File: src/hw/rtl/aigsim_pkg.sv
// ----------------------------------------------------------------------------
// AIG simulator package
// Shared widths, codes, the classified work item and the row reduction used
// by the front end of the bit-parallel and-inverter graph simulator.
// ----------------------------------------------------------------------------
package aigsim_pkg;

    localparam int NODE_W        = 10;
    localparam int WORD_W        = 3;
    localparam int DATA_W        = 64;
    localparam int KIND_W        = 2;
    localparam int CFG_W         = 4;

    localparam int MAX_NODES_DEF = 1024;
    localparam int MAX_WORDS_DEF = 8;
    localparam int QUEUE_DEPTH   = 2;

    typedef enum logic [KIND_W-1:0] {
        KIND_INPUT  = 2'd0,
        KIND_AND    = 2'd1,
        KIND_OUTPUT = 2'd2
    } kind_t;

    // What the back end does with an item.
    typedef enum logic [1:0] {
        OP_ZERO,
        OP_PATTERN,
        OP_AND,
        OP_PASS
    } op_t;

    typedef struct packed {
        op_t               op;
        logic [NODE_W-1:0] node;
        logic [WORD_W-1:0] word;
        logic [NODE_W-1:0] node_row;
        logic [NODE_W-1:0] fa_row;
        logic [NODE_W-1:0] fb_row;
        logic              zero_a;
        logic              zero_b;
        logic              inv_a;
        logic              inv_b;
        logic              write_en;
        logic              order_error;
        logic [DATA_W-1:0] pattern;
    } work_t;

    // Node index modulo the node count, by restoring compare and subtract.
    function automatic logic [NODE_W-1:0] row_of(input logic [NODE_W-1:0] idx,
                                                 input int unsigned   nodes);
        logic [NODE_W:0] rem;
        rem = '0;
        if (nodes >= (1 << NODE_W))
        begin
            return idx;
        end
        for (int i = NODE_W - 1; i >= 0; i--)
        begin
            rem = {rem[NODE_W-1:0], idx[i]};
            if (32'(rem) >= nodes)
            begin
                rem = rem - (NODE_W + 1)'(nodes);
            end
        end
        return rem[NODE_W-1:0];
    endfunction

endpackage

File: src/hw/rtl/aigsim_queue.sv
// ----------------------------------------------------------------------------
// AIG simulator work queue
// Short FIFO of classified work items between the front and back ends.
// ----------------------------------------------------------------------------
module aigsim_queue #(
    parameter int DEPTH = aigsim_pkg::QUEUE_DEPTH
) (
    input  logic              clk,
    input  logic              rst_n,
    input  aigsim_pkg::work_t push_item,
    input  logic              push_valid,
    output logic              push_ready,
    output aigsim_pkg::work_t head_item,
    output logic              head_valid,
    input  logic              pop
);
    import aigsim_pkg::*;

    localparam int PTR_W = (DEPTH > 1) ? $clog2(DEPTH) : 1;
    localparam int CNT_W = $clog2(DEPTH + 1);

    work_t            entries_reg [DEPTH];
    logic [PTR_W-1:0] wr_ptr_reg;
    logic [PTR_W-1:0] wr_ptr_next;
    logic [PTR_W-1:0] rd_ptr_reg;
    logic [PTR_W-1:0] rd_ptr_next;
    logic [CNT_W-1:0] count_reg;
    logic [CNT_W-1:0] count_next;
    logic             push;

    always_comb
    begin
        push_ready = count_reg != CNT_W'(DEPTH);
        head_valid = count_reg != '0;
        head_item  = entries_reg[rd_ptr_reg];
        push       = push_valid && push_ready;

        wr_ptr_next = wr_ptr_reg;
        rd_ptr_next = rd_ptr_reg;
        if (push)
        begin
            wr_ptr_next = (wr_ptr_reg == PTR_W'(DEPTH - 1)) ? '0 : wr_ptr_reg + 1'b1;
        end
        if (pop)
        begin
            rd_ptr_next = (rd_ptr_reg == PTR_W'(DEPTH - 1)) ? '0 : rd_ptr_reg + 1'b1;
        end

        count_next = count_reg;
        if (push && !pop)
        begin
            count_next = count_reg + 1'b1;
        end
        else if (pop && !push)
        begin
            count_next = count_reg - 1'b1;
        end
    end

    always_ff @(posedge clk or negedge rst_n)
    begin
        if (!rst_n)
        begin
            wr_ptr_reg <= '0;
            rd_ptr_reg <= '0;
            count_reg  <= '0;
        end
        else
        begin
            wr_ptr_reg <= wr_ptr_next;
            rd_ptr_reg <= rd_ptr_next;
            count_reg  <= count_next;
        end
    end

    always_ff @(posedge clk)
    begin
        if (push)
        begin
            entries_reg[wr_ptr_reg] <= push_item;
        end
    end

endmodule

File: config.mk
export PLATFORM = sky130hd
export DESIGN_NAME = aigsim_queue
export DESIGN_NICKNAME = d
export VERILOG_FILES = /design/src/hw/rtl/aigsim_pkg.sv /design/src/hw/rtl/aigsim_queue.sv
export SDC_FILE = /design/constraint.sdc
export NUM_CORES = 1
export LEC_CHECK = 0
export BUFFER_PORTS_ARGS = -buffer_cell sky130_fd_sc_hd__buf_2
export CORE_MARGIN = 2
export CORE_UTILIZATION = 30
export CTS_BUF_LIST = sky130_fd_sc_hd__clkbuf_2
export CTS_CLUSTER_DIAMETER = 80
export DETAILED_ROUTE_END_ITERATION = 8
export PLACE_DENSITY_LB_ADDON = 0.25
export SLEW_MARGIN = 10
export SYNTH_ARGS = -nofsm -noshare
export SYNTH_HDL_FRONTEND = slang
export SYNTH_SLANG_ARGS = --single-unit
File: constraint.sdc
create_clock -name clk -period 9.2 [get_ports clk]
set_clock_uncertainty 0.15 [all_clocks]
set_input_delay 0 -clock clk [delete_from_list [all_inputs] [get_ports clk]]
set_output_delay 0 -clock clk [all_outputs]
set_load 0.005 [all_outputs]
==> impl_metrics.ini, run 1 <==
[run_status]
status = stopped before the end
lastStage = 4_1_cts
firstError = [ERROR RSZ-0060] Max buffer count reached.

[logic_synthesis]
yosys-top-cells-area = edfxtp_1, mux2_2, mux2_4
yosys_warnings = 0
synth.distinct_cells = 15
syn_area_per_cell_um2 = 23.00
synth_area_um2 = 8648
ys_ff_latch = 234
yosysTopAreaCellShare_pct = 79.86
syn-num-nets = 496
syn_inst = 376
yosys.area.top_type = edfxtp_1
ys_seq_area_share_pct = 81.02

[clocking]
htree_levels = 2
cts_setup_buffers = 0
hold_buffers = 219
cts_buffer_depth = 3
cts_buffers = 59
clock-sinks = 234
clock-root-buffer = clkbuf_2
post_cts_resized = 0

[place]
io_buffers = 235
dp_hpwl_um = 10900
gp_congestion = 0.7220

[floorplan]
die_x_um = 173.8
start_util_pct = 30.29
ios = 236
rows = 62
die_h_um = 173.8
==> stage by stage <==
step	hold WS, ns	instance area [um^2]	util, %	setup WS [ns]	instances
after floorplan	-0.4456	8648	-	3.028	376
after global placement	-0.3374	10250	35.90	6.539	986
after detailed placement	-0.3320	10250	35.90	6.438	986
==> cell families after synthesis <==
logic type	count (synthesis)	synth area share, %
buffers and inverters	15	1.273
AND/OR/NAND/NOR	6	0.3474
XOR/XNOR	5	0.5065
multiplexers	115	16.71
adder cells (fa/ha/maj)	1	0.1447
flip-flops	234	81.02
==> cells in the mapped netlist (all sizes together) <==
cell type,count
ha,1
dfrtp,4
or2,1
xnor2,2
nor2,2
edfxtp,230
inv,2
nand2,1
nand2b,1
mux2,115
buf,13
xor2,3
and3,1
==> run 2, diff against run 1 <==
--- a/config.mk
+++ b/config.mk
@@ -7,11 +7,9 @@
 export LEC_CHECK = 0
 export BUFFER_PORTS_ARGS = -buffer_cell sky130_fd_sc_hd__buf_2
 export CORE_MARGIN = 2
-export CORE_UTILIZATION = 30
-export CTS_BUF_LIST = sky130_fd_sc_hd__clkbuf_2
-export CTS_CLUSTER_DIAMETER = 80
+export CORE_UTILIZATION = 20
 export DETAILED_ROUTE_END_ITERATION = 8
-export PLACE_DENSITY_LB_ADDON = 0.25
+export PLACE_DENSITY_LB_ADDON = 0.15
 export SLEW_MARGIN = 10
 export SYNTH_ARGS = -nofsm -noshare
 export SYNTH_HDL_FRONTEND = slang
==> impl_metrics.ini, run 2 <==
[pwr]
vdd_drop_max_mv = 0.1487
total_power_mw = 3.650
total_leakage_power_nw = 4.905
p_int_mw = 2.673
clkPwrFrac_pct = 30.4
combPwrFrac_pct = 26.5
p_seq_share_pct = 43.1
switching_share_pct = 26.77
pwr_density_cell_nw_per_um2 = 281.1
power.switching_mw = 0.9771

[logic_synthesis]
synth_edf_count = 230
synth_flop_cell = edfxtp_1
syn_inst = 376
ys_seq_area_share_pct = 81.02
yosys_warnings = 0
syn-num-nets = 496
yosys.area.top_type = edfxtp_1
yosysTopAreaCellShare_pct = 79.86
ys_ff_latch = 234
synth_area_um2 = 8648
synth_most_common_cell = edfxtp_1
synth.distinct_cells = 15
async_flop_share_pct = 1.709
syn_area_per_cell_um2 = 23.00
yosys-top-cells-area = edfxtp_1, mux2_2, mux2_4
ys_top_cells_by_count = edfxtp_1, mux2_2, mux2_4

[worst_setup_path]
crit_required_ns = 9.05
crit_arrival_ns = 3.07
crit_path_start = rd_ptr_reg$_DFFE_PN0P_
path_max_fanout = 63
crit_buf_inv = 2
r2r-end = entries_reg[1][90]$_DFFE_PP_
cp_cell_sequence = buf_4 > mux2_2 > buf_2
path_depth = 3
endpoint = head_item[22]
crit_path_max_incr_delay_ns = 1.01
worstSetupEndpointType = output port
crit_slowest_cell = dfrtp_4
crit_path_start_kind = flop
worstReg2RegStart = count_reg[0]$_DFFE_PN0P_
cp_top_family = flip-flops
reg2reg_slack_ns = 6.40
r2r_cells = 3
crit_type = flop to output port

[routing]
vias = 4976
via_per_inst = 3.572
drt_wl_total_um = 20200
drtIter0Drc = 186
drc = 0
wl_per_cell_um = 14.50
ant_nets = 0
firstDrtPassIters = 4

[sta]
post-route-period-util_pct = 35.03
rsz0062_at_grt = false
slew-limit-headroom_pct = 35.09
max_freq_mhz = 310.3
fin_crit_ns = 3.222
setup_viol = 0
setup_tns_ns = 0
tightest_slew_ns = 0.9736
hold_viol = 0
slew_violations = 0

[clocking]
cts_buffers = 28
post_cts_resized = 0
cts_tree = built
clock-sinks = 234
hold_buffers = 154
clk_latency_ns = 0.53
clk_pin_slew_ns = 0.06
htree_levels = 1
cts_buffer_depth = 3
cts_setup_buffers = 0
clock-root-buffer = clkbuf_16

[final_layout]
largest_register_ff_count = 230
final_common_cell = buf_2
syn_to_final_growth_pct = 50.13
most-common-layout-cells = buf_2, edfxtp_1, dlygate4sd3_1
layout-drive-gt1-share_pct = 49.32
nets = 906

[floorplan]
dieArea_um2 = 44920
rows = 76
start_util_pct = 20.17
die_h_um = 211.9
die_x_um = 211.9
core_um2 = 42890
ios = 236

[grt]
overflow = 0
grt_max_degree = 64
grt_pass1_wl_um = 30660
grt_pass1_vias = 5533
antenna_found_initial = 2
grt_use_total_pct = 8.796

[run]
maxCapViolCount = 0

[place]
gp_congestion = 0.6617
io_buffers = 235
dp_hpwl_um = 12590

[min_path]
hp-class = input port to flop

[run_status]
status = finished, final reports clean
-- run 2: cell counts after synthesis --
No cell type changed its count.
-- run 2: worst min-delay path by stage --
stage | slack, ns | to | depth (start not counted) | start
3_3_place_gp | -0.34 | count_reg[0]$_DFFE_PN0P_ | 1 | rst_n
6_report | 0.04 | entries_reg[1][2]$_DFFE_PP_ | 2 | push_item[2]
3_5_place_dp | -0.33 | wr_ptr_reg$_DFFE_PN0N_ | 1 | rst_n
4_1_cts | 0.001 | entries_reg[0][4]$_DFFE_PP_ | 2 | push_item[4]
2_1_floorplan | -0.45 | count_reg[0]$_DFFE_PN0P_ | 0 | rst_n
5_1_grt | 0.01 | entries_reg[1][2]$_DFFE_PP_ | 2 | push_item[2]
-- run 2: kinds of logic after synthesis --
| kind of cell | count (synthesis) | synth area share (%) |
|---|---|---|
| flops | 234 | 81.02 |
| simple gates | 6 | 0.3474 |
| buf+inv | 15 | 1.273 |
| mux | 115 | 16.71 |
| xor+xnor | 5 | 0.5065 |
| fa+ha+maj | 1 | 0.1447 |
-- run 2: worst reg2reg max path: cells and delay by family (launching register included) --
kind	cells	cell delay [ns]
flip-flops	1	0.41
buffers and inverters	1	0.81
AND/OR/NAND/NOR	2	0.93
-- run 2: layer usage --
metal  vias to the layer above  GRT usage [%]  wire, um
met5                         -              0        11
met2                       159          14.90      9524
met4                         2          3.084       439
met1                      2452          10.32      8532
li1                       2329              -         -
met3                        34          3.056      1688
-- run 2: power groups by stage --
stage | combinational (mW) | sequential (mW) | clock [mW]
3_5_place_dp | 0.947 | 1.60 | 0
2_1_floorplan | 0.608 | 1.55 | 0
5_1_grt | 1.06 | 1.60 | 1.20
3_3_place_gp | 0.942 | 1.59 | 0
4_1_cts | 1.00 | 1.58 | 1.16
6_report | 0.968 | 1.57 | 1.11
-- run 2: metrics by stage --
stage / std cells / cell area (um^2) / util (%) / hold WS, ns / worst slack [ns]
6_report: 1393 / 12980 / 30.27 / 0.03661 / 5.978
5_1_grt: 1393 / 12980 / 30.27 / 0.01429 / 5.726
4_1_cts: 1392 / 12980 / 30.27 / 0.001051 / 5.805
3_5_place_dp: 1187 / 10500 / 24.48 / -0.3345 / 6.340
3_3_place_gp: 1187 / 10500 / 24.48 / -0.3411 / 6.401
2_1_floorplan: 376 / 8648 / - / -0.4456 / 3.028
-- run 2: cell type report --
cell class / instances / area, um^2
Sequential cell: 234 / 7010
Timing Repair Buffer: 393 / 2748
Clock buffer: 41 / 810.8
Antenna cell: 1 / 2.502
Inverter: 2 / 7.507
Fill cell: 4275 / 29900
Clock inverter: 10 / 128.9
Multi-Input combinational cell: 127 / 1544
Tap cell: 585 / 732.0
No activity file was read; power rests on OpenSTA's default activity.
