[src/hw/rtl/aigsim_pkg.sv]
// ----------------------------------------------------------------------------
// AIG simulator package
// Shared widths, codes, the classified work item and the row reduction used
// by the front end of the bit-parallel and-inverter graph simulator.
// ----------------------------------------------------------------------------
package aigsim_pkg;

    localparam int NODE_W        = 10;
    localparam int WORD_W        = 3;
    localparam int DATA_W        = 64;
    localparam int KIND_W        = 2;
    localparam int CFG_W         = 4;

    localparam int MAX_NODES_DEF = 1024;
    localparam int MAX_WORDS_DEF = 8;
    localparam int QUEUE_DEPTH   = 2;

    typedef enum logic [KIND_W-1:0] {
        KIND_INPUT  = 2'd0,
        KIND_AND    = 2'd1,
        KIND_OUTPUT = 2'd2
    } kind_t;

    // What the back end does with an item.
    typedef enum logic [1:0] {
        OP_ZERO,
        OP_PATTERN,
        OP_AND,
        OP_PASS
    } op_t;

    typedef struct packed {
        op_t               op;
        logic [NODE_W-1:0] node;
        logic [WORD_W-1:0] word;
        logic [NODE_W-1:0] node_row;
        logic [NODE_W-1:0] fa_row;
        logic [NODE_W-1:0] fb_row;
        logic              zero_a;
        logic              zero_b;
        logic              inv_a;
        logic              inv_b;
        logic              write_en;
        logic              order_error;
        logic [DATA_W-1:0] pattern;
    } work_t;

    // Node index modulo the node count, by restoring compare and subtract.
    function automatic logic [NODE_W-1:0] row_of(input logic [NODE_W-1:0] idx,
                                                 input int unsigned   nodes);
        logic [NODE_W:0] rem;
        rem = '0;
        if (nodes >= (1 << NODE_W))
        begin
            return idx;
        end
        for (int i = NODE_W - 1; i >= 0; i--)
        begin
            rem = {rem[NODE_W-1:0], idx[i]};
            if (32'(rem) >= nodes)
            begin
                rem = rem - (NODE_W + 1)'(nodes);
            end
        end
        return rem[NODE_W-1:0];
    endfunction

endpackage

[src/hw/rtl/aigsim_ifs.sv]
// ----------------------------------------------------------------------------
// AIG simulator channels
// Valid/ready channels for the node items and the simulation results.
// ----------------------------------------------------------------------------
interface aigsim_in_if;
    import aigsim_pkg::*;

    logic              valid;
    logic              ready;
    logic [KIND_W-1:0] node_kind;
    logic [NODE_W-1:0] node_index;
    logic [WORD_W-1:0] word_index;
    logic [NODE_W-1:0] fanin_a;
    logic              invert_a;
    logic [NODE_W-1:0] fanin_b;
    logic              invert_b;
    logic [DATA_W-1:0] pattern_word;

    modport source (
        output valid, node_kind, node_index, word_index,
        output fanin_a, invert_a, fanin_b, invert_b, pattern_word,
        input  ready
    );

    modport sink (
        input  valid, node_kind, node_index, word_index,
        input  fanin_a, invert_a, fanin_b, invert_b, pattern_word,
        output ready
    );
endinterface


[src/hw/rtl/aigsim_front.sv]
// ----------------------------------------------------------------------------
// AIG simulator front end
// Holds the word-count register, accepts node items and classifies them
// into work items: operation, store rows, write enable and order flag.
// ----------------------------------------------------------------------------
module aigsim_front #(
    parameter int MAX_NODES = aigsim_pkg::MAX_NODES_DEF,
    parameter int MAX_WORDS = aigsim_pkg::MAX_WORDS_DEF
) (
    input  logic                         clk,
    input  logic                         rst_n,
    input  logic                         cfg_we,
    input  logic [aigsim_pkg::CFG_W-1:0] cfg_wdata,
    aigsim_in_if.sink                    items,
    output aigsim_pkg::work_t            push_item,
    output logic                         push_valid,
    input  logic                         push_ready
);
    import aigsim_pkg::*;

    logic [CFG_W-1:0]  words_in_use_reg;
    logic [CFG_W-1:0]  words_in_use_next;
    kind_t             kind;
    logic              word_ok;
    logic              fa_late;
    logic              fb_late;
    logic [NODE_W-1:0] node_row;
    logic [NODE_W-1:0] fa_row;
    logic [NODE_W-1:0] fb_row;
    op_t               op;
    logic              err;

    always_comb
    begin
        words_in_use_next = cfg_we ? cfg_wdata : words_in_use_reg;
    end

    always_ff @(posedge clk or negedge rst_n)
    begin
        if (!rst_n)
        begin
            words_in_use_reg <= CFG_W'(1);
        end
        else
        begin
            words_in_use_reg <= words_in_use_next;
        end
    end

    // A zero word count behaves as one word.
    always_comb
    begin
        kind    = kind_t'(items.node_kind);
        word_ok = (32'(items.word_index) < MAX_WORDS)
               && (({1'b0, items.word_index} < words_in_use_reg)
                   || (items.word_index == '0));
        fa_late = items.fanin_a >= items.node_index;
        fb_late = items.fanin_b >= items.node_index;
        node_row = row_of(items.node_index, MAX_NODES);
        fa_row   = row_of(items.fanin_a, MAX_NODES);
        fb_row   = row_of(items.fanin_b, MAX_NODES);

        unique case (kind)
            KIND_INPUT:
            begin
                op  = OP_PATTERN;
                err = 1'b0;
            end
            KIND_AND:
            begin
                op  = OP_AND;
                err = fa_late || fb_late;
            end
            KIND_OUTPUT:
            begin
                op  = OP_PASS;
                err = fa_late;
            end
            default:
            begin
                op  = OP_ZERO;
                err = 1'b0;
            end
        endcase

        if (!word_ok)
        begin
            op  = OP_ZERO;
            err = 1'b0;
        end
    end

    always_comb
    begin
        push_item.op          = op;
        push_item.node        = items.node_index;
        push_item.word        = items.word_index;
        push_item.node_row    = node_row;
        push_item.fa_row      = fa_row;
        push_item.fb_row      = fb_row;
        push_item.zero_a      = fa_row == '0;
        push_item.zero_b      = fb_row == '0;
        push_item.inv_a       = items.invert_a;
        push_item.inv_b       = items.invert_b;
        push_item.write_en    = (op != OP_ZERO) && (node_row != '0);
        push_item.order_error = err;
        push_item.pattern     = items.pattern_word;
        push_valid            = items.valid;
        items.ready           = push_ready;
    end

endmodule

[src/flat_wrapper.sv]
// flat-port wrapper written by rule: the top's interface ports become plain ports
module aigsim_front_flat import aigsim_pkg::*;
#(
    parameter int MAX_NODES = aigsim_pkg::MAX_NODES_DEF,
    parameter int MAX_WORDS = aigsim_pkg::MAX_WORDS_DEF
)
  (clk, rst_n, cfg_we, cfg_wdata, push_item, push_valid, push_ready, items_valid, items_node_kind, items_node_index, items_word_index, items_fanin_a, items_invert_a, items_fanin_b, items_invert_b, items_pattern_word, items_ready);
  aigsim_in_if items_i ();
  input  logic clk;
  input  logic rst_n;
  input  logic cfg_we;
  input  logic [aigsim_pkg::CFG_W-1:0] cfg_wdata;
  output aigsim_pkg::work_t push_item;
  output logic push_valid;
  input  logic push_ready;
  input wire logic [$bits(items_i.valid)-1:0] items_valid;
  input wire logic [$bits(items_i.node_kind)-1:0] items_node_kind;
  input wire logic [$bits(items_i.node_index)-1:0] items_node_index;
  input wire logic [$bits(items_i.word_index)-1:0] items_word_index;
  input wire logic [$bits(items_i.fanin_a)-1:0] items_fanin_a;
  input wire logic [$bits(items_i.invert_a)-1:0] items_invert_a;
  input wire logic [$bits(items_i.fanin_b)-1:0] items_fanin_b;
  input wire logic [$bits(items_i.invert_b)-1:0] items_invert_b;
  input wire logic [$bits(items_i.pattern_word)-1:0] items_pattern_word;
  output wire logic [$bits(items_i.ready)-1:0] items_ready;
  assign items_i.valid = items_valid;
  assign items_i.node_kind = items_node_kind;
  assign items_i.node_index = items_node_index;
  assign items_i.word_index = items_word_index;
  assign items_i.fanin_a = items_fanin_a;
  assign items_i.invert_a = items_invert_a;
  assign items_i.fanin_b = items_fanin_b;
  assign items_i.invert_b = items_invert_b;
  assign items_i.pattern_word = items_pattern_word;
  assign items_ready = items_i.ready;
  aigsim_front #(.MAX_NODES(MAX_NODES), .MAX_WORDS(MAX_WORDS)) u_core (.clk(clk), .rst_n(rst_n), .cfg_we(cfg_we), .cfg_wdata(cfg_wdata), .items(items_i), .push_item(push_item), .push_valid(push_valid), .push_ready(push_ready));
endmodule
[config.mk]
export PLATFORM = sky130hd
export DESIGN_NAME = aigsim_front_flat
export DESIGN_NICKNAME = d
export VERILOG_FILES = /design/src/hw/rtl/aigsim_pkg.sv /design/src/hw/rtl/aigsim_ifs.sv /design/src/hw/rtl/aigsim_front.sv /design/src/flat_wrapper.sv
export SDC_FILE = /design/constraint.sdc
export NUM_CORES = 1
export LEC_CHECK = 0
export BUFFER_PORTS_ARGS = -buffer_cell sky130_fd_sc_hd__clkbuf_2
export CORE_AREA = 2 2 89 91
export DETAILED_ROUTE_END_ITERATION = 7
export DIE_AREA = 0 0 91 93
export PLACE_DENSITY_LB_ADDON = 0.05
export SLEW_MARGIN = 25
export SYNTH_ARGS = -nofsm -noshare
export SYNTH_HDL_FRONTEND = slang
export SYNTH_SLANG_ARGS = --single-unit
[constraint.sdc]
create_clock -name clk -period 3.1 [get_ports clk]
set_input_delay 0.62 -clock clk [delete_from_list [all_inputs] [get_ports clk]]
set_output_delay 0.62 -clock clk [all_outputs]
set_load 0.03 [all_outputs]
# --- Yosys cells after proc, flatten, opt, wreduce, memory -nomap -nowiden ---
# Cells that the tools add are included.
op_classes:
  n_lt_le_gt_ge: 3
  eq_ne: 2
  n_mux: 4
  reduce_logical: 9
ops:
  columns: ["cell", "n"]
  rows:
  - ["$ge 10x10->1", 2]
  - ["$logic_not 10->1", 2]
  - ["$reduce_bool 10->1", 1]
  - ["$pmux 2 s3", 1]
  - ["$lt 3x4->1", 1]
  - ["$logic_not 3->1", 1]
  - ["$eq 2x1->1 const B", 1]
  - ["$eq 2x2->1 const B", 1]
  - ["$logic_not 2->1", 1]
  - ["$logic_or 1x1->1", 2]
  - ["$mux 2", 1]
  - ["$pmux 1 s2", 1]
  - ["$reduce_bool 2->1", 1]
  - ["$logic_and 1x1->1", 1]
  - ["$mux 1", 1]
word_totals:
  ff_bits: 4
  out_inout_bits: 117
  wordCells: 19

# --- Longest topological paths before layout ---
logic_depth:
  depth_word: 5
  depth_mapped: 8
  depth_no_buf: 7

# --- Worst setup path after synthesis ---
# No wires, ideal clock.
synth_path:
  path_kind: "input port to output port"
  startpoint: "input items_word_index[1]"
  endpoint: "output push_item[65] (netlist bit)"
  arrival_ns: 1.982
  setup_slack_ns: 0.498
  stages: 4
  n_path_buf: 0
  cell_sequence: "ha_1 -> a211oi_2 -> nor2_1 -> a311oi_1"
synth_lines:
  columns: ["element", "line_no", "rtl"]
  rows:
  - ["from (decl)", "flat_wrapper.sv:19", "input wire logic [$bits(items_i.word_index)-1:0] items_word_index;"]
  - ["to (decl)", "flat_wrapper.sv:13", "output aigsim_pkg::work_t push_item;"]

==> out/qor.csv <==
metric,value,unit
outcome,"finished, final reports clean",
Nets,328,
Fillers,884,
setup TNS,0,ns
pre-CTS setup slack,0.342,ns
Rel. slew slack,67.9,%
Wirelength per Cell,12.6,um
Post-synth EDFFs,0,
Post-Synthesis Cell Area,1690,um2
die area,8460,um2
Worst Setup Start Kind,input pin,
Pwr Density,284,nW/um2
clock latency at the later pin of the worst-skew pair,0.21,ns
Remaining DRCs,0,
Synth area leaders,"buf_4 (50%), ha_1 (19%), dfrtp_1 (4.4%)",
Fmax,0.362,GHz
io pins,227,
"Seq/Total Area, Yosys",6.00,%
fin. max-slew vios,0,
Setup crit end,push_item[64],
"Design Area, Final",1470,um2
share of layout cells above drive strength 1,53.6,%
cell taking the most area after synthesis,buf_4,
total track usage,8.49,%
synth unique cells,32,
Synth warnings,0,
die width,91,um
largest net degree at the start of global routing,7,
Yosys reg bits,4,
clock share of power,27.5,%
Core Region,7530,um2
placer congestion estimate,0.639,
RR Endpoint,u_core.words_in_use_reg[0]$_DFFE_PN1P_,
flop-to-flop setup slack,2.35,ns
worst-margin pin slew,0.477,ns
Sinks on Clock Net,4,
Reg area,101,um2
Max-Cap Viols,0,
Rows,32,
CP arrival,2.14,ns
final count of hold timing violations,0,
detailed router's first-iteration violation count,16,
Gate power share,57.9,%
post-detailed-routing wire length,3700,um
CTS max path bufs,2,
vias in the first global route,1204,
Worst Hold Slack,0.206,ns
# hold bufs at CTS,0,
CP required,2.48,ns
Post-Synthesis Net Count,345,
Die Height,93,um
Reg2Reg Depth,1,
crit path kind,in -> out,
Period minus WS final,2.76,ns
root buffer cell,clkbuf_8,
Critical Path End Type,primary output,
Multi-input gate area,692,um2
Vias,1146,
top-area cell type share of the netlist area,49.7,%
final-report setup violation count,0,
Switching Power,187,uW
Critical path origin,items_fanin_a[0],
dpl cell area,1430,um2
number of vias per cell,3.90,
Reg-to-Reg Start,u_core.words_in_use_reg[0]$_DFFE_PN1P_,
async set or reset register ratio after synthesis,100,%
Synth Flop Type,dfrtp_1,
post_cts resized,0,
initial antenna violation count,0,
"most common cell after layout, fill and taps aside",clkbuf_2,
htree depth,1,
Min-Delay Path Class,in -> async,
crit-path max FO,3,
DRT Pass-1 Iters,4,
VDD IR max,0.255,mV
post-route setup slack,0.340,ns
syn avg cell area,8.05,um2
"Setup Fix Bufs, Post-CTS",0,
max reg flops,4,
diode count,0,
total CTS buffers,3,
CTS tree,done,
Lkg Pwr,0.000836,uW
Final Cycle Share,89.0,%
switching share of power,44.8,%
Synth Instances,210,
initial core utilization,22.5,%
Final Skew,0,ns
P&R area growth vs syn,-12.9,%
"commonest non-fill, non-tap cells in the layout","clkbuf_2 (90), ha_1 (25), inv_1 (15)",
sequential power share,14.6,%
RSZ-0062 raised after global routing,no,
internal power,231,uW
total congestion overflow,0,
clock edge transition at the registers on the reported setup and hold paths,0.03,ns
Post-DRT Antenna Nets,0,
port buffer count,90,
dpl hpwl,3400,um
first-pass GRT wire length,5870,um
## logic make-up after synthesis
group	Yosys count	synth area share, %
buffers and inverters	127	53.1
and+or+nand+nor	31	12.1
adders and majority gates	25	18.5
AOI/OAI and AO/OA	21	8.96
DFF	4	6.00
muxes	2	1.33
## area by class of cell
| cell class | count | share of cell area (%) |
|---|---|---|
| tap | 102 | 8.67 |
| clock buffer | 4 | 3.06 |
| sequential | 4 | 6.88 |
| inverter | 15 | 3.82 |
| timing repair buffer | 90 | 30.6 |
| multi-input combinational | 79 | 47.0 |
## through the flow
stage	power [uW]	util, %	instances
detailed placement	310	19.0	290
CTS	429	19.6	294
global placement	308	19.0	290
global route	455	19.6	294
finish	419	19.6	294
floorplan	418	-	210
## worst min-delay path by stage
stage / endpoint / cells past startpoint / from / slack (ns)
after floorplan: u_core.words_in_use_reg[1]$_DFFE_PN0P_ / 0 / rst_n / 0.32
after global placement: u_core.words_in_use_reg[3]$_DFFE_PN0P_ / 1 / rst_n / 0.43
after detailed placement: u_core.words_in_use_reg[3]$_DFFE_PN0P_ / 1 / rst_n / 0.44
after CTS: u_core.words_in_use_reg[3]$_DFFE_PN0P_ / 1 / rst_n / 0.21
after global routing: u_core.words_in_use_reg[3]$_DFFE_PN0P_ / 1 / rst_n / 0.21
final: u_core.words_in_use_reg[3]$_DFFE_PN0P_ / 1 / rst_n / 0.21
## power groups by stage
stage                     clock [uW]  combinational [uW]  sequential (uW)
final                            115                 242             61.3
after global routing             124                 270             61.6
after CTS                        119                 249             61.3
after detailed placement           0                 248             61.9
after global placement             0                 246             61.9
after floorplan                    0                 357             61.1
## critical path, cell delays in order
cell,delay [ns]
clkbuf_2,0.10
inv_1,0.04
ha_1,0.28
nand2b_4,0.14
a211oi_2,0.24
nor3_2,0.08
o41ai_1,0.35
a31oi_1,0.09
clkbuf_2,0.20
## cells in the mapped netlist, drive strengths merged, types with 2 or more instances
| cell | count |
|---|---|
| a21oi | 5 |
| inv | 15 |
| nand2b | 3 |
| mux2 | 2 |
| dfrtp | 3 |
| nor3 | 4 |
| nand2 | 3 |
| nand4 | 2 |
| buf | 112 |
| a21o | 3 |
| a211oi | 3 |
| o21ai | 4 |
| nor2 | 7 |
| or4 | 4 |
| nor4 | 4 |
| ha | 25 |
## layer usage
| layer | vias up | routed length, um | part of all wire [%] | GRT usage (%) |
|---|---|---|---|---|
| li1 | 564 | - | - | - |
| met1 | 497 | 1540 | 42 | 10.5 |
| met2 | 69 | 1840 | 50 | 14.9 |
| met3 | 16 | 281 | 7.6 | 1.53 |
| met4 | 0 | 43 | 1.2 | 2.78 |
| met5 | - | 0 | 0 | 0 |
(Power assumes the default switching activity.)
